--- src/tle_pkg.sv ---
// ----------------------------------------------------------------------------
// tle_pkg
// Shared types and constants of the terminal line editor: character codes,
// register indexes, controller states and the command and status groups that
// join the controller to the datapath.
// ----------------------------------------------------------------------------
`default_nettype none

package tle_pkg;

    localparam int LINE_SIZE_DEF = 32;

    // Configuration port.
    localparam int CFG_IDX_W = 2;
    localparam logic [CFG_IDX_W-1:0] CFG_ECHO = 2'd0;
    localparam logic [CFG_IDX_W-1:0] CFG_BELL = 2'd1;
    localparam logic [CFG_IDX_W-1:0] CFG_ANSI = 2'd2;

    // Character codes.
    localparam logic [7:0] CH_NUL    = 8'h00;
    localparam logic [7:0] CH_BEL    = 8'h07;
    localparam logic [7:0] CH_LF     = 8'h0A;
    localparam logic [7:0] CH_CR     = 8'h0D;
    localparam logic [7:0] CH_ESC    = 8'h1B;
    localparam logic [7:0] CH_FIN_LO = 8'h41;
    localparam logic [7:0] CH_UP     = 8'h41;
    localparam logic [7:0] CH_DOWN   = 8'h42;
    localparam logic [7:0] CH_LBRACK = 8'h5B;
    localparam logic [7:0] CH_DEL    = 8'h7F;

    typedef enum logic [1:0] {
        ESC_NONE = 2'd0,
        ESC_SEEN = 2'd1,
        ESC_CSI  = 2'd2
    } t_esc;

    typedef enum logic [2:0] {
        PH_BELL,
        PH_ECHO,
        PH_CR,
        PH_LF,
        PH_RUN
    } t_phase;

    typedef enum logic [2:0] {
        S_IDLE,
        S_DECODE,
        S_DISPATCH,
        S_BELL,
        S_ECHO,
        S_CR,
        S_LF,
        S_RUN
    } t_state;

    typedef struct packed {
        logic   accept;
        logic   decode;
        logic   load;
        t_phase sel;
        logic   last;
    } t_dp_cmd;

    typedef struct packed {
        logic out_free;
        logic pl_bell;
        logic pl_echo;
        logic pl_crlf;
        logic pl_run;
        logic run_done;
    } t_dp_sts;

endpackage

`default_nettype wire

--- src/tle_ctrl.sv ---
// ----------------------------------------------------------------------------
// tle_ctrl
// Controller of the line editor. Takes a request, has the datapath decode it
// and then walks the output phases (bell, echo, CR, LF, run) that the plan
// calls for, one result per free output slot.
// ----------------------------------------------------------------------------
`default_nettype none

module tle_ctrl (
    input  logic             i_clk,
    input  logic             i_rst_n,
    input  logic             i_in_valid,
    input  tle_pkg::t_dp_sts i_sts,
    output tle_pkg::t_dp_cmd o_cmd,
    output logic             o_in_stall
);
    import tle_pkg::*;

    t_state r_state;
    t_state n_state;

    always_ff @(posedge i_clk) begin
        if (!i_rst_n) begin
            r_state <= S_IDLE;
        end else begin
            r_state <= n_state;
        end
    end

    always_comb begin
        n_state = r_state;
        case (r_state)
            S_IDLE: begin
                if (i_in_valid) begin
                    n_state = S_DECODE;
                end
            end
            S_DECODE: begin
                n_state = S_DISPATCH;
            end
            S_DISPATCH: begin
                if (i_sts.pl_bell) begin
                    n_state = S_BELL;
                end else if (i_sts.pl_echo) begin
                    n_state = S_ECHO;
                end else if (i_sts.pl_crlf) begin
                    n_state = S_CR;
                end else if (i_sts.pl_run) begin
                    n_state = S_RUN;
                end else begin
                    n_state = S_IDLE;
                end
            end
            S_BELL: begin
                if (i_sts.out_free) begin
                    if (i_sts.pl_echo) begin
                        n_state = S_ECHO;
                    end else if (i_sts.pl_crlf) begin
                        n_state = S_CR;
                    end else if (i_sts.pl_run) begin
                        n_state = S_RUN;
                    end else begin
                        n_state = S_IDLE;
                    end
                end
            end
            S_ECHO: begin
                if (i_sts.out_free) begin
                    if (i_sts.pl_crlf) begin
                        n_state = S_CR;
                    end else if (i_sts.pl_run) begin
                        n_state = S_RUN;
                    end else begin
                        n_state = S_IDLE;
                    end
                end
            end
            S_CR: begin
                if (i_sts.out_free) begin
                    n_state = S_LF;
                end
            end
            S_LF: begin
                if (i_sts.out_free) begin
                    n_state = i_sts.pl_run ? S_RUN : S_IDLE;
                end
            end
            S_RUN: begin
                if (i_sts.out_free && i_sts.run_done) begin
                    n_state = S_IDLE;
                end
            end
            default: begin
                n_state = S_IDLE;
            end
        endcase
    end

    always_comb begin
        o_cmd        = '0;
        o_cmd.sel    = PH_BELL;
        o_in_stall   = (r_state != S_IDLE);
        case (r_state)
            S_IDLE: begin
                o_cmd.accept = i_in_valid;
            end
            S_DECODE: begin
                o_cmd.decode = 1'b1;
            end
            S_BELL: begin
                o_cmd.load = i_sts.out_free;
                o_cmd.sel  = PH_BELL;
                o_cmd.last = !(i_sts.pl_echo || i_sts.pl_crlf || i_sts.pl_run);
            end
            S_ECHO: begin
                o_cmd.load = i_sts.out_free;
                o_cmd.sel  = PH_ECHO;
                o_cmd.last = !(i_sts.pl_crlf || i_sts.pl_run);
            end
            S_CR: begin
                o_cmd.load = i_sts.out_free;
                o_cmd.sel  = PH_CR;
            end
            S_LF: begin
                o_cmd.load = i_sts.out_free;
                o_cmd.sel  = PH_LF;
                o_cmd.last = !i_sts.pl_run;
            end
            S_RUN: begin
                o_cmd.load = i_sts.out_free;
                o_cmd.sel  = PH_RUN;
                o_cmd.last = i_sts.run_done;
            end
            default: begin
                o_cmd.load = 1'b0;
            end
        endcase
    end

endmodule

`default_nettype wire

--- src/tle_dp.sv ---
// ----------------------------------------------------------------------------
// tle_dp
// Datapath of the line editor: configuration bits, line memory, write and
// recall indexes, escape tracking, the per-request output plan with its run
// counter, and the output register.
// ----------------------------------------------------------------------------
`default_nettype none

module tle_dp #(
    parameter int LINE_SIZE = tle_pkg::LINE_SIZE_DEF
) (
    input  logic                           i_clk,
    input  logic                           i_rst_n,
    input  tle_pkg::t_dp_cmd               i_cmd,
    output tle_pkg::t_dp_sts               o_sts,
    input  logic [7:0]                     i_byte_in,
    input  logic                           i_cfg_we,
    input  logic [tle_pkg::CFG_IDX_W-1:0]  i_cfg_index,
    input  logic                           i_cfg_data,
    input  logic                           i_out_stall,
    output logic                           o_out_valid,
    output logic                           o_kind,
    output logic [7:0]                     o_data_byte,
    output logic                           o_end_of_command,
    output logic                           o_last
);
    import tle_pkg::*;

    localparam int IDX_W = $clog2(LINE_SIZE);
    localparam logic [IDX_W-1:0] IDX_FULL = IDX_W'(LINE_SIZE - 1);

    logic             r_echo_en;
    logic             r_bell_en;
    logic             r_ansi_en;
    logic [7:0]       r_byte;
    logic [IDX_W-1:0] r_wr;
    logic [IDX_W-1:0] r_rc;
    logic             r_prev_cr;
    t_esc             r_esc;

    logic             r_pl_bell;
    logic             r_pl_echo;
    logic             r_pl_crlf;
    logic             r_pl_run;
    logic             r_run_cmd;
    logic             r_run_del;
    logic [IDX_W-1:0] r_run_cnt;
    logic [IDX_W-1:0] r_run_end;
    logic [IDX_W-1:0] n_run_cnt;

    logic [7:0]       r_mem [LINE_SIZE];
    logic [7:0]       r_rd_data;

    logic             r_out_valid;
    logic             r_kind;
    logic [7:0]       r_data;
    logic             r_eoc;
    logic             r_last;

    // Decoded next values, taken when the controller issues decode.
    logic             d_mem_we;
    logic [IDX_W-1:0] d_wr;
    logic [IDX_W-1:0] d_rc;
    logic             d_prev_cr;
    t_esc             d_esc;
    logic             d_bell;
    logic             d_echo;
    logic             d_crlf;
    logic             d_run;
    logic             d_run_cmd;
    logic             d_run_del;
    logic [IDX_W-1:0] d_run_start;
    logic [IDX_W-1:0] d_run_end;

    logic [IDX_W-1:0] w_cnt_inc;
    logic             w_run_done;
    logic             w_out_free;

    assign w_cnt_inc  = r_run_cnt + IDX_W'(1);
    assign w_run_done = (w_cnt_inc == r_run_end);
    assign w_out_free = !r_out_valid || !i_out_stall;

    always_comb begin
        d_mem_we    = 1'b0;
        d_wr        = r_wr;
        d_rc        = r_rc;
        d_prev_cr   = r_prev_cr;
        d_esc       = r_esc;
        d_bell      = 1'b0;
        d_echo      = 1'b0;
        d_crlf      = 1'b0;
        d_run       = 1'b0;
        d_run_cmd   = 1'b0;
        d_run_del   = 1'b0;
        d_run_start = '0;
        d_run_end   = '0;
        case (r_esc)
            ESC_SEEN: begin
                d_esc = (r_byte == CH_LBRACK) ? ESC_CSI : ESC_NONE;
            end
            ESC_CSI: begin
                // Bytes outside the final range keep the sequence open.
                if (r_byte >= CH_FIN_LO && r_byte <= CH_DEL) begin
                    d_esc = ESC_NONE;
                    if (r_byte == CH_UP) begin
                        if (r_rc > r_wr) begin
                            d_run       = r_echo_en;
                            d_run_start = r_wr;
                            d_run_end   = r_rc;
                            d_wr        = r_rc;
                        end else begin
                            d_bell = r_bell_en;
                        end
                    end else if (r_byte == CH_DOWN) begin
                        if (r_wr != '0) begin
                            d_run     = r_echo_en;
                            d_run_del = 1'b1;
                            d_run_end = r_wr;
                            d_rc      = r_wr;
                            d_wr      = '0;
                        end else begin
                            d_bell = r_bell_en;
                        end
                    end else begin
                        d_bell = r_bell_en;
                    end
                end
            end
            default: begin
                d_prev_cr = (r_byte == CH_CR);
                if (r_byte == CH_LF && r_prev_cr) begin
                    d_echo = r_echo_en;
                end else if (r_byte == CH_LF || r_byte == CH_CR || r_byte == CH_NUL) begin
                    d_crlf    = r_echo_en;
                    d_run     = (r_wr != '0);
                    d_run_cmd = 1'b1;
                    d_run_end = r_wr;
                    d_wr      = '0;
                end else if (r_byte == CH_DEL) begin
                    if (r_wr != '0) begin
                        d_wr = r_wr - IDX_W'(1);
                    end else begin
                        d_bell = r_bell_en;
                    end
                    d_echo = r_echo_en;
                end else if (r_byte == CH_ESC && r_ansi_en) begin
                    d_esc = ESC_SEEN;
                end else begin
                    // A full line is thrown away rather than stored.
                    if (r_wr < IDX_FULL) begin
                        d_mem_we = 1'b1;
                        d_wr     = r_wr + IDX_W'(1);
                        d_rc     = r_wr + IDX_W'(1);
                    end else begin
                        d_wr = '0;
                        d_rc = '0;
                    end
                    d_echo = r_echo_en;
                end
            end
        endcase
    end

    always_comb begin
        if (i_cmd.decode) begin
            n_run_cnt = d_run_start;
        end else if (i_cmd.load && i_cmd.sel == PH_RUN) begin
            n_run_cnt = w_cnt_inc;
        end else begin
            n_run_cnt = r_run_cnt;
        end
    end

    always_ff @(posedge i_clk) begin
        if (!i_rst_n) begin
            r_echo_en <= 1'b0;
            r_bell_en <= 1'b0;
            r_ansi_en <= 1'b1;
            r_wr      <= '0;
            r_rc      <= '0;
            r_prev_cr <= 1'b0;
            r_esc     <= ESC_NONE;
            r_pl_bell <= 1'b0;
            r_pl_echo <= 1'b0;
            r_pl_crlf <= 1'b0;
            r_pl_run  <= 1'b0;
            r_run_cnt <= '0;
        end else begin
            if (i_cfg_we) begin
                case (i_cfg_index)
                    CFG_ECHO: r_echo_en <= i_cfg_data;
                    CFG_BELL: r_bell_en <= i_cfg_data;
                    CFG_ANSI: r_ansi_en <= i_cfg_data;
                    default: begin
                    end
                endcase
            end
            if (i_cmd.decode) begin
                r_wr      <= d_wr;
                r_rc      <= d_rc;
                r_prev_cr <= d_prev_cr;
                r_esc     <= d_esc;
                r_pl_bell <= d_bell;
                r_pl_echo <= d_echo;
                r_pl_crlf <= d_crlf;
                r_pl_run  <= d_run;
            end
            r_run_cnt <= n_run_cnt;
        end
    end

    always_ff @(posedge i_clk) begin
        if (i_cmd.accept) begin
            r_byte <= i_byte_in;
        end
        if (i_cmd.decode) begin
            r_run_cmd <= d_run_cmd;
            r_run_del <= d_run_del;
            r_run_end <= d_run_end;
        end
    end

    // Line memory: one write port, one registered read port that follows
    // the next run position so the data is ready when the run reaches it.
    always_ff @(posedge i_clk) begin
        if (i_cmd.decode && d_mem_we) begin
            r_mem[r_wr] <= r_byte;
        end
        r_rd_data <= r_mem[n_run_cnt];
    end

    always_ff @(posedge i_clk) begin
        if (!i_rst_n) begin
            r_out_valid <= 1'b0;
        end else if (i_cmd.load) begin
            r_out_valid <= 1'b1;
        end else if (!i_out_stall) begin
            r_out_valid <= 1'b0;
        end
    end

    always_ff @(posedge i_clk) begin
        if (i_cmd.load) begin
            r_last <= i_cmd.last;
            case (i_cmd.sel)
                PH_BELL: begin
                    r_kind <= 1'b0;
                    r_data <= CH_BEL;
                    r_eoc  <= 1'b0;
                end
                PH_ECHO: begin
                    r_kind <= 1'b0;
                    r_data <= r_byte;
                    r_eoc  <= 1'b0;
                end
                PH_CR: begin
                    r_kind <= 1'b0;
                    r_data <= CH_CR;
                    r_eoc  <= 1'b0;
                end
                PH_LF: begin
                    r_kind <= 1'b0;
                    r_data <= CH_LF;
                    r_eoc  <= 1'b0;
                end
                PH_RUN: begin
                    r_kind <= r_run_cmd;
                    r_data <= r_run_del ? CH_DEL : r_rd_data;
                    r_eoc  <= r_run_cmd && w_run_done;
                end
                default: begin
                    r_kind <= 1'b0;
                    r_data <= CH_BEL;
                    r_eoc  <= 1'b0;
                end
            endcase
        end
    end

    assign o_sts.out_free = w_out_free;
    assign o_sts.pl_bell  = r_pl_bell;
    assign o_sts.pl_echo  = r_pl_echo;
    assign o_sts.pl_crlf  = r_pl_crlf;
    assign o_sts.pl_run   = r_pl_run;
    assign o_sts.run_done = w_run_done;

    assign o_out_valid      = r_out_valid;
    assign o_kind           = r_kind;
    assign o_data_byte      = r_data;
    assign o_end_of_command = r_eoc;
    assign o_last           = r_last;

endmodule

`default_nettype wire

--- src/terminal_line_editor_core.sv ---
// Operation: a request is accepted, decoded and dispatched, then its results are loaded into the
// output register. A new request is taken only once the previous one is finished; results leave
// one per cycle through the output register while the output is not stalled, run characters read
// from the single read port of the line memory.
// Reset: synchronous, active low; clears indexes, escape tracking and configuration
// (echo and bell off, escape sequences on). The line memory is not cleared.
// ----------------------------------------------------------------------------
// terminal_line_editor_core
// Terminal line editor with history recall: stores typed characters, handles
// delete, line ends and up/down escape sequences, and emits echo bytes and
// completed command characters.
// ----------------------------------------------------------------------------
`default_nettype none

module terminal_line_editor_core #(
    parameter int LINE_SIZE = tle_pkg::LINE_SIZE_DEF
) (
    input  logic                          i_clk,
    input  logic                          i_rst_n,
    input  logic                          i_in_valid,
    output logic                          o_in_stall,
    input  logic [7:0]                    i_byte_in,
    output logic                          o_out_valid,
    input  logic                          i_out_stall,
    output logic                          o_kind,
    output logic [7:0]                    o_data_byte,
    output logic                          o_end_of_command,
    output logic                          o_last,
    input  logic                          i_cfg_we,
    input  logic [tle_pkg::CFG_IDX_W-1:0] i_cfg_index,
    input  logic                          i_cfg_data
);
    import tle_pkg::*;

    t_dp_cmd w_cmd;
    t_dp_sts w_sts;

    tle_ctrl u_ctrl (
        .i_clk      (i_clk),
        .i_rst_n    (i_rst_n),
        .i_in_valid (i_in_valid),
        .i_sts      (w_sts),
        .o_cmd      (w_cmd),
        .o_in_stall (o_in_stall)
    );

    tle_dp #(
        .LINE_SIZE (LINE_SIZE)
    ) u_dp (
        .i_clk            (i_clk),
        .i_rst_n          (i_rst_n),
        .i_cmd            (w_cmd),
        .o_sts            (w_sts),
        .i_byte_in        (i_byte_in),
        .i_cfg_we         (i_cfg_we),
        .i_cfg_index      (i_cfg_index),
        .i_cfg_data       (i_cfg_data),
        .i_out_stall      (i_out_stall),
        .o_out_valid      (o_out_valid),
        .o_kind           (o_kind),
        .o_data_byte      (o_data_byte),
        .o_end_of_command (o_end_of_command),
        .o_last           (o_last)
    );

    // A request is worked on alone: the input closes right after acceptance.
    a_one_request: assert property (@(posedge i_clk) disable iff (!i_rst_n)
        (i_in_valid && !o_in_stall) |=> o_in_stall)
        else $error("input accepted twice in a row");

    // End of command only marks the final command character of a request.
    a_eoc_kind: assert property (@(posedge i_clk) disable iff (!i_rst_n)
        (o_out_valid && o_end_of_command) |-> (o_kind && o_last))
        else $error("end of command on a non-final or terminal result");

    // The output register is only loaded while a request is being worked on.
    a_load_busy: assert property (@(posedge i_clk) disable iff (!i_rst_n)
        w_cmd.load |-> o_in_stall)
        else $error("result produced while idle");

endmodule

`default_nettype wire

--- config.mk ---
export PLATFORM = sky130hd
export DESIGN_NAME = terminal_line_editor_core
export DESIGN_NICKNAME = d
export VERILOG_FILES = /design/src/tle_pkg.sv /design/src/tle_ctrl.sv /design/src/tle_dp.sv /design/src/terminal_line_editor_core.sv
export SDC_FILE = /design/constraint.sdc
export NUM_CORES = 1
export LEC_CHECK = 0
export BUFFER_PORTS_ARGS = -buffer_cell sky130_fd_sc_hd__buf_2
export CAP_MARGIN = 20
export CORE_MARGIN = 2
export CORE_UTILIZATION = 29
export CTS_BUF_LIST = sky130_fd_sc_hd__clkbuf_2
export CTS_CLUSTER_SIZE = 20
export DETAILED_ROUTE_END_ITERATION = 10
export GPL_ROUTABILITY_DRIVEN = 0
export PLACE_DENSITY = 0.41
export SKIP_LAST_GASP = 1
export SLEW_MARGIN = 20
export SYNTH_ARGS = -nofsm -noshare
export SYNTH_HDL_FRONTEND = slang
export SYNTH_SLANG_ARGS = --single-unit
export TNS_END_PERCENT = 1
--- constraint.sdc ---
create_clock -name i_clk -period 3.5 [get_ports i_clk]
set_input_delay 0.525 -clock i_clk [delete_from_list [all_inputs] [get_ports i_clk]]
set_output_delay 0.525 -clock i_clk [all_outputs]
set_load 0.02 [all_outputs]
==> results of run 1 <==
-- flip-flops by register name (all words and copies together) (netlist names), 5 cells and up --
signal / count
u_dp.r_run_end: 5
u_dp.r_wr: 5
u_dp.r_rc: 5
u_dp.o_data_byte: 8
u_dp.r_byte: 8
u_dp.r_mem: 256
u_dp.r_run_cnt: 5
u_dp.r_rd_data: 8
-- cell usage in the layout (no fill, tap or decap), types with 4 or more instances in the layout --
| cell | instances |
|---|---|
| nor2b_1 | 18 |
| clkbuf_2 | 126 |
| and3_1 | 52 |
| dfxtp_1 | 37 |
| ha_1 | 13 |
| buf_2 | 28 |
| nand2b_1 | 4 |
| xnor2_1 | 12 |
| buf_12 | 6 |
| o21ai_0 | 13 |
| mux2i_1 | 27 |
| a21boi_0 | 4 |
| clkinv_1 | 20 |
| buf_4 | 88 |
| nand3b_1 | 5 |
| a211oi_2 | 8 |
| edfxtp_1 | 282 |
| o211a_1 | 7 |
| a31oi_1 | 18 |
| o22ai_1 | 5 |
| a22oi_1 | 15 |
| inv_1 | 18 |
| dlygate4sd3_1 | 22 |
| nand3_1 | 54 |
| nand2_1 | 149 |
| and2_1 | 12 |
| nor2_1 | 58 |
| a22o_1 | 6 |
| a211oi_1 | 72 |
| nor4_2 | 4 |
| o2111ai_1 | 9 |
| nor4_1 | 9 |
| a21oi_1 | 67 |
| nand4_1 | 4 |
| nor3_1 | 12 |
-- layer usage --
metal,wire length (µm),track usage (%)
met2,18900,26.4
met1,20500,24.0
met4,1220,6.54
met3,2210,4.24
met5,0,0
-- critical path, delay by kind of cell (launching register included) --
kind            cells  cell delay (ps)
flops               1              350
simple gates        3              770
fa+ha+maj           1              320
compound gates      5             1310
buf+inv             3              520
-- cell type report --
class / instances / area share (%)
flip-flops and latches: 319 / 56.3
repair buffers: 144 / 6.98
diodes: 3 / 0.0459
inverters: 20 / 0.459
clock buffers: 126 / 3.86
multi-input cells: 701 / 26.6
clock inverters: 27 / 0.987
well taps: 615 / 4.71
-- per-stage QoR --
step / area (µm²) / utilization [%] / cells / setup slack [ps]
floorplan: 13900 / - / 1107 / 525
CTS: 16300 / 34.3 / 1952 / -168
global route: 16300 / 34.4 / 1955 / -143
finish: 16300 / 34.4 / 1955 / 3.73
global placement: 15300 / 32.2 / 1777 / -285
detailed placement: 15300 / 32.2 / 1777 / -325
-- cell usage after synthesis (3+ instances only) --
| master | n | share of area [%] |
|---|---|---|
| nor2b_1 | 18 | 0.81 |
| a211oi_2 | 9 | 0.81 |
| o2111ai_1 | 9 | 0.57 |
| nand4_1 | 4 | 0.18 |
| and2_1 | 13 | 0.59 |
| o21a_1 | 3 | 0.16 |
| inv_1 | 18 | 0.49 |
| a211oi_1 | 72 | 3.9 |
| a21oi_1 | 67 | 2.4 |
| nand3_1 | 54 | 1.9 |
| dfxtp_1 | 37 | 5.3 |
| and3_1 | 52 | 2.3 |
| o211a_1 | 7 | 0.50 |
| edfxtp_1 | 282 | 61 |
| a21boi_0 | 4 | 0.22 |
| buf_2 | 24 | 0.87 |
| xor2_1 | 3 | 0.19 |
| buf_1 | 4 | 0.11 |
| o22ai_1 | 5 | 0.23 |
| nand3b_1 | 5 | 0.27 |
| mux2i_1 | 27 | 1.9 |
| a22oi_1 | 15 | 0.81 |
| o221a_2 | 3 | 0.24 |
| xnor2_1 | 12 | 0.76 |
| o21ai_0 | 13 | 0.47 |
| a31oi_1 | 18 | 0.81 |
| nand2b_1 | 4 | 0.18 |
| a22o_1 | 6 | 0.38 |
| nor3_1 | 13 | 0.47 |
| ha_1 | 13 | 1.2 |
| nand2_1 | 150 | 4.1 |
| clkbuf_1 | 35 | 0.95 |
| o31ai_1 | 3 | 0.16 |
| nor2_1 | 59 | 1.6 |
| nor4_1 | 12 | 0.54 |
-- where the power goes --
part / leakage [µW] / internal, µW / switching (µW)
Combinational: 0.00223 / 365 / 779
Clock: 0.000602 / 1110 / 1590
Sequential: 0.00285 / 4350 / 76.1
Total: 0.00568 / 5830 / 2450
-- repair_timing --
action	4_1_cts	5_1_grt
endpoints found under the setup margin	2	8
endpoints found under the hold margin	37	0
resized for setup	1	2
hold buffers	22	0
cloned	0	0
-- kinds of logic (layout without fill, tap and decap cells) --
| logic type | Yosys count | count (layout) |
|---|---|---|
| AO/OA/AOI/OAI | 251 | 251 |
| other | 0 | 3 |
| adder cells (fa/ha/maj) | 13 | 13 |
| XOR/XNOR | 15 | 15 |
| buffers and inverters | 87 | 317 |
| AND/OR/NAND/NOR | 395 | 395 |
| flip-flops | 319 | 319 |
| multiplexers | 27 | 27 |
-- path summary, 6_finish.rpt --
path / end / slack [ps]
worst max-delay path: u_dp.r_rd_data[0]$_DFF_P_ / 4
worst min-delay path: u_dp.r_byte[6]$_DFFE_PP_ / 240
worst max register to register: u_dp.r_rd_data[0]$_DFF_P_ / 4
worst min register to register: u_dp.r_pl_bell$_SDFFE_PN0P_ / 500
==> metrics, run 1 <==
status finished, final reports clean; Leakage 0.00568 µW; largest family of logic cells by synthesized area simple AND/OR/NAND/NOR gates; Storage cell area 0.00921 mm²; Die Wd 223 µm; Yosys cell types 63; clock sinks 319; Worst Path Arrival 4340 ps; relative slew slack 42.4%; Setup crit start kind register; worst path cell trace clkinv_1, ha_1, a21oi_1, nand2_1, o211ai_4, nand2_4, buf_4, buf_4, a211oi_1, a211oi_1, nor4_1, o2111ai_1; layout cells sized above 1 21.3%; Die ar. 0.0496 mm²; port buffer count 28; CTS tree yes; xor/xnor cell area share of the yosys netlist 0.946%; fraction of synthesized area in multiplexers 1.95%; fin crit share 99.9%; initial antenna violation count 2; Power Total 8280 µW; Synth Register Bits 319; Nets 1304; Mapped Area 0.0139 mm²; Worst Path Required 4350 ps; Peak VDD IR 0.150 mV; largest net degree at the start of global routing 57; skew final 109 ps; Layout fillers 4764; worst r2r src u_dp.r_wr[4]$_SDFFE_PN0P_; Post-CTS Setup Inserts 0; worst r2r path cells 12; syn_area_per_cell 12.5 µm²; DRC viols 0; unrepaired setup endpoints after global routing yes; Worst Hold Launch i_byte_in[6]; ys async rst share 0%; Detailed Place HPWL 27.3 mm; row count 80; CTS max path bufs 3; pwr dens 506 mW/mm²; register area share after synthesis 66.3%; Worst Path Max Fanout 21; DR iter-0 viols 854; Tmin final 3500 ps; post-synthesis adder-cell area fraction 1.17%; Post-Route WL 42.8 mm; crit path from u_dp.r_wr[4]$_SDFFE_PN0P_; Worst-Margin Slew 856 ps; First-pass DRT Iterations 5; Post-synth EDFFs 282; IO Pins 29; Hold Violations, Final 0; max_cap viols 0; first-pass GRT wire length 63.7 mm; Compound-Gate Fraction of Synth Area 13.1%; Antenna Violating Nets Remaining 0; Crit. End Element register; CP max stage cell a211oi_1; simple-gate area share of the yosys netlist 13.8%; hold path cells 2; worst setup path class register to register; area occupied by multi-input gates 0.00436 mm²; vias in the first global route 9853; clock-pin slew on the worst setup and hold paths 110 ps; dominant synthesized flop cell edfxtp_1; total core area 0.0475 mm²; synthesis-to-finish area growth 17.7%; aggregate global-route resource usage 17.4%; Net Count, Synth 1136; initial core utilization 29.2%; global route overflow 0; final hold slack 243 ps; fin. max-slew vios 0; height of the die 223 µm; max frequency 0.286 GHz; Setup TNS 0 ps; Ys Warns 0; # setup viols final 0; wire length per cell 21.9 µm; cts bufs inserted 89; Skew-Pair Late Insertion Delay 1050 ps; root buffer cell clkbuf_2; Vias/cell 4.99; Post-Syn Instances 1107; routed vias 9754; max incr delay on CP 440 ps; H-tree depth 3; Worst Hold Class input port to register
Power figures use the tool's default switching activity.
==> inputs of run 2 (changes only) <==
- GPL_TIMING_DRIVEN: default -> 0
- REMOVE_ABC_BUFFERS: default -> 1
==> run 2 against run 1 <==
Compared with the run above:
- register-to-register slack improved by 90 ps
- cell count fell by 2.1%
- non-clock buffer count fell by 42
- sequential power rose by 2%
- highest routed layer unchanged
- sequential cell count did not move
- total power fell by 1.3%
- combinational power fell by 4%
- critical path depth fell by 1
- critical endpoint is now u_dp.r_rd_data[6]$_DFF_P_
==> metrics, run 2 (synthesis gave the netlist of run 1 again) <==
status finished, final reports clean (unchanged); skew final 68.1 ps (was 109 ps); vias in the first global route 9748 (was 9853); Reg with most FFs u_dp.r_mem (unchanged); row count 80 (unchanged); pwr dens 489 mW/mm² (was 506 mW/mm²); max FFs per register 256 (unchanged); relative slew slack 24.2% (was 42.4%); Post-Route WL 41.3 mm (was 42.8 mm); Worst Path Max Fanout 25 (was 21); Worst-Margin Slew 1140 ps (was 856 ps); wire length per cell 21.6 µm (was 21.9 µm); fin. max-slew vios 0 (unchanged); root buffer cell clkbuf_2 (unchanged); first-pass GRT wire length 61.7 mm (was 63.7 mm); initial antenna violation count 1 (was 2); synthesis-to-finish area growth 20.1% (was 17.7%); DRC viols 0 (unchanged); clock-pin slew on the worst setup and hold paths 90 ps (was 110 ps); cell area after placement 0.0150 mm² (was 0.0153 mm²); Switching Power 2410 µW (was 2450 µW); IO Pins 29 (unchanged); hold path cells 2 (unchanged); cell-internal power 5760 µW (was 5830 µW); cts bufs inserted 85 (was 89); largest net degree at the start of global routing 35 (was 57); worst setup path class register to register (unchanged); # setup viols final 0 (unchanged); fin crit share 97.4% (was 99.9%); Storage cell area 0.00923 mm² (was 0.00921 mm²); final hold slack 265 ps (was 243 ps); max_cap viols 0 (unchanged); CTS max path bufs 3 (unchanged); aggregate global-route resource usage 16.8% (was 17.4%); worst r2r path cells 11 (was 12); Hold Violations, Final 0 (unchanged); Setup crit start kind register (unchanged); Crit. End Element register (unchanged); total core area 0.0475 mm² (unchanged); height of the die 223 µm (unchanged); Vias/cell 5.00 (was 4.99); Antenna Violating Nets Remaining 0 (unchanged); First-pass DRT Iterations 5 (unchanged); clock sinks 319 (unchanged); switching share of power 29.5% (was 29.6%); routed vias 9565 (was 9754); CTS tree yes (unchanged); max frequency 0.293 GHz (was 0.286 GHz); DR iter-0 viols 627 (was 854); commonest non-fill, non-tap cell in the layout edfxtp_1 (unchanged); Layout fillers 4713 (was 4764); Gate power share 13.3% (was 13.8%); most frequent cells in the layout edfxtp_1 (282), nand2_1 (148), clkbuf_2 (133), a21oi_1 (66), nor2_1 (57) (was edfxtp_1 (282), nand2_1 (149), clkbuf_2 (126), buf_4 (88), a211oi_1 (72)); global route overflow 0 (unchanged); Setup TNS 0 ps (unchanged); initial core utilization 29.2% (unchanged); H-tree depth 3 (unchanged); Skew-Pair Late Insertion Delay 980 ps (was 1050 ps); Tmin final 3410 ps (was 3500 ps); Die ar. 0.0496 mm² (unchanged); Worst Path Arrival 4210 ps (was 4340 ps); Nets 1261 (was 1304); Worst Path Required 4300 ps (was 4350 ps); layout cells sized above 1 23.7% (was 21.3%); Die Wd 223 µm (unchanged); Leakage 0.00565 µW (was 0.00568 µW); unrepaired setup endpoints after global routing yes (unchanged); Worst Hold Class input port to register (unchanged); Peak VDD IR 0.246 mV (was 0.150 mV); Flop pwr share 55.3% (was 53.5%); finished layout cell area 0.0167 mm² (was 0.0163 mm²); clock network fraction of design power 31.4% (was 32.7%); Detailed Place HPWL 26.5 mm (was 27.3 mm); area occupied by multi-input gates 0.00475 mm² (was 0.00436 mm²); port buffer count 28 (unchanged)
==> run 2: cell count changes in the layout (fill, tap and decap cells not counted), moves of 8 or more <==
cell and delta:
a31oi_1 -11, a31oi_2 +11, a211oi_2 +17, buf_4 -66
a211oi_1 -20, buf_16 +8, buf_8 +12
==> run 2: power groups by stage <==
stage / clock, µW / combinational (µW) / sequential (µW)
floorplan: 0 / 512 / 4590
global placement: 0 / 744 / 4750
detailed placement: 0 / 969 / 4620
CTS: 2680 / 1040 / 4530
global route: 2880 / 1200 / 4530
finish: 2560 / 1090 / 4510
==> run 2: per-stage QoR <==
stage	power (µW)	instances	utilization, %	setup slack, ps
2_1_floorplan	5110	1040	-	-2040
3_3_place_gp	5500	1683	30.5	-8360
3_5_place_dp	5590	1711	31.6	-1630
4_1_cts	8250	1904	34.8	-56.8
5_1_grt	8610	1913	35.1	-192
6_report	8170	1913	35.1	89.7
==> run 2: repair_timing <==
action | CTS | global route
hold endpoints to repair | 36 | 0
pin swaps | 12 | 5
endpoints found under the setup margin | 58 | 200
setup buffers | 15 | 8
gates resized for setup | 63 | 18
hold buffers | 22 | 0
cloned | 4 | 0
==> run 2: path summary, 6_finish.rpt <==
check / to / slack, ps / startpoint
max reg2reg: u_dp.r_rd_data[6]$_DFF_P_ / 90 / u_dp.r_wr[3]$_SDFFE_PN0P_
max: u_dp.r_rd_data[6]$_DFF_P_ / 90 / u_dp.r_wr[3]$_SDFFE_PN0P_
min reg2reg: u_dp.r_pl_bell$_SDFFE_PN0P_ / 510 / u_dp.r_pl_bell$_SDFFE_PN0P_
min: u_dp.r_byte[6]$_DFFE_PP_ / 260 / i_byte_in[6]
==> run 2: cell type report <==
type                       instances  share of cell area, %
sequential                       319                   55.3
clock buffer                     133                   3.99
multi-input combinational        704                   28.5
antenna                            1                 0.0150
tap                              615                   4.61
timing repair buffer             102                   6.67
inverter                          20                  0.480
clock inverter                    19                  0.465
==> run 2: critical path: stages, from the launching register on <==
cell       delay, ps
dfxtp_4          440
inv_1            150
ha_1             330
nand3_1          130
o2111a_2         340
o211a_1          190
or2_4            370
buf_12           220
a211oi_1         410
a211oi_2         120
nor4_4           330
o2111ai_1        210
==> run 2: metal layers <==
layer	vias to the layer above	track usage (%)	wire, µm
met5	-	0	0
met4	0	6.19	930
met3	53	3.62	1930
met2	215	26.4	19200
met1	4754	22.8	19200
li1	4543	-	-
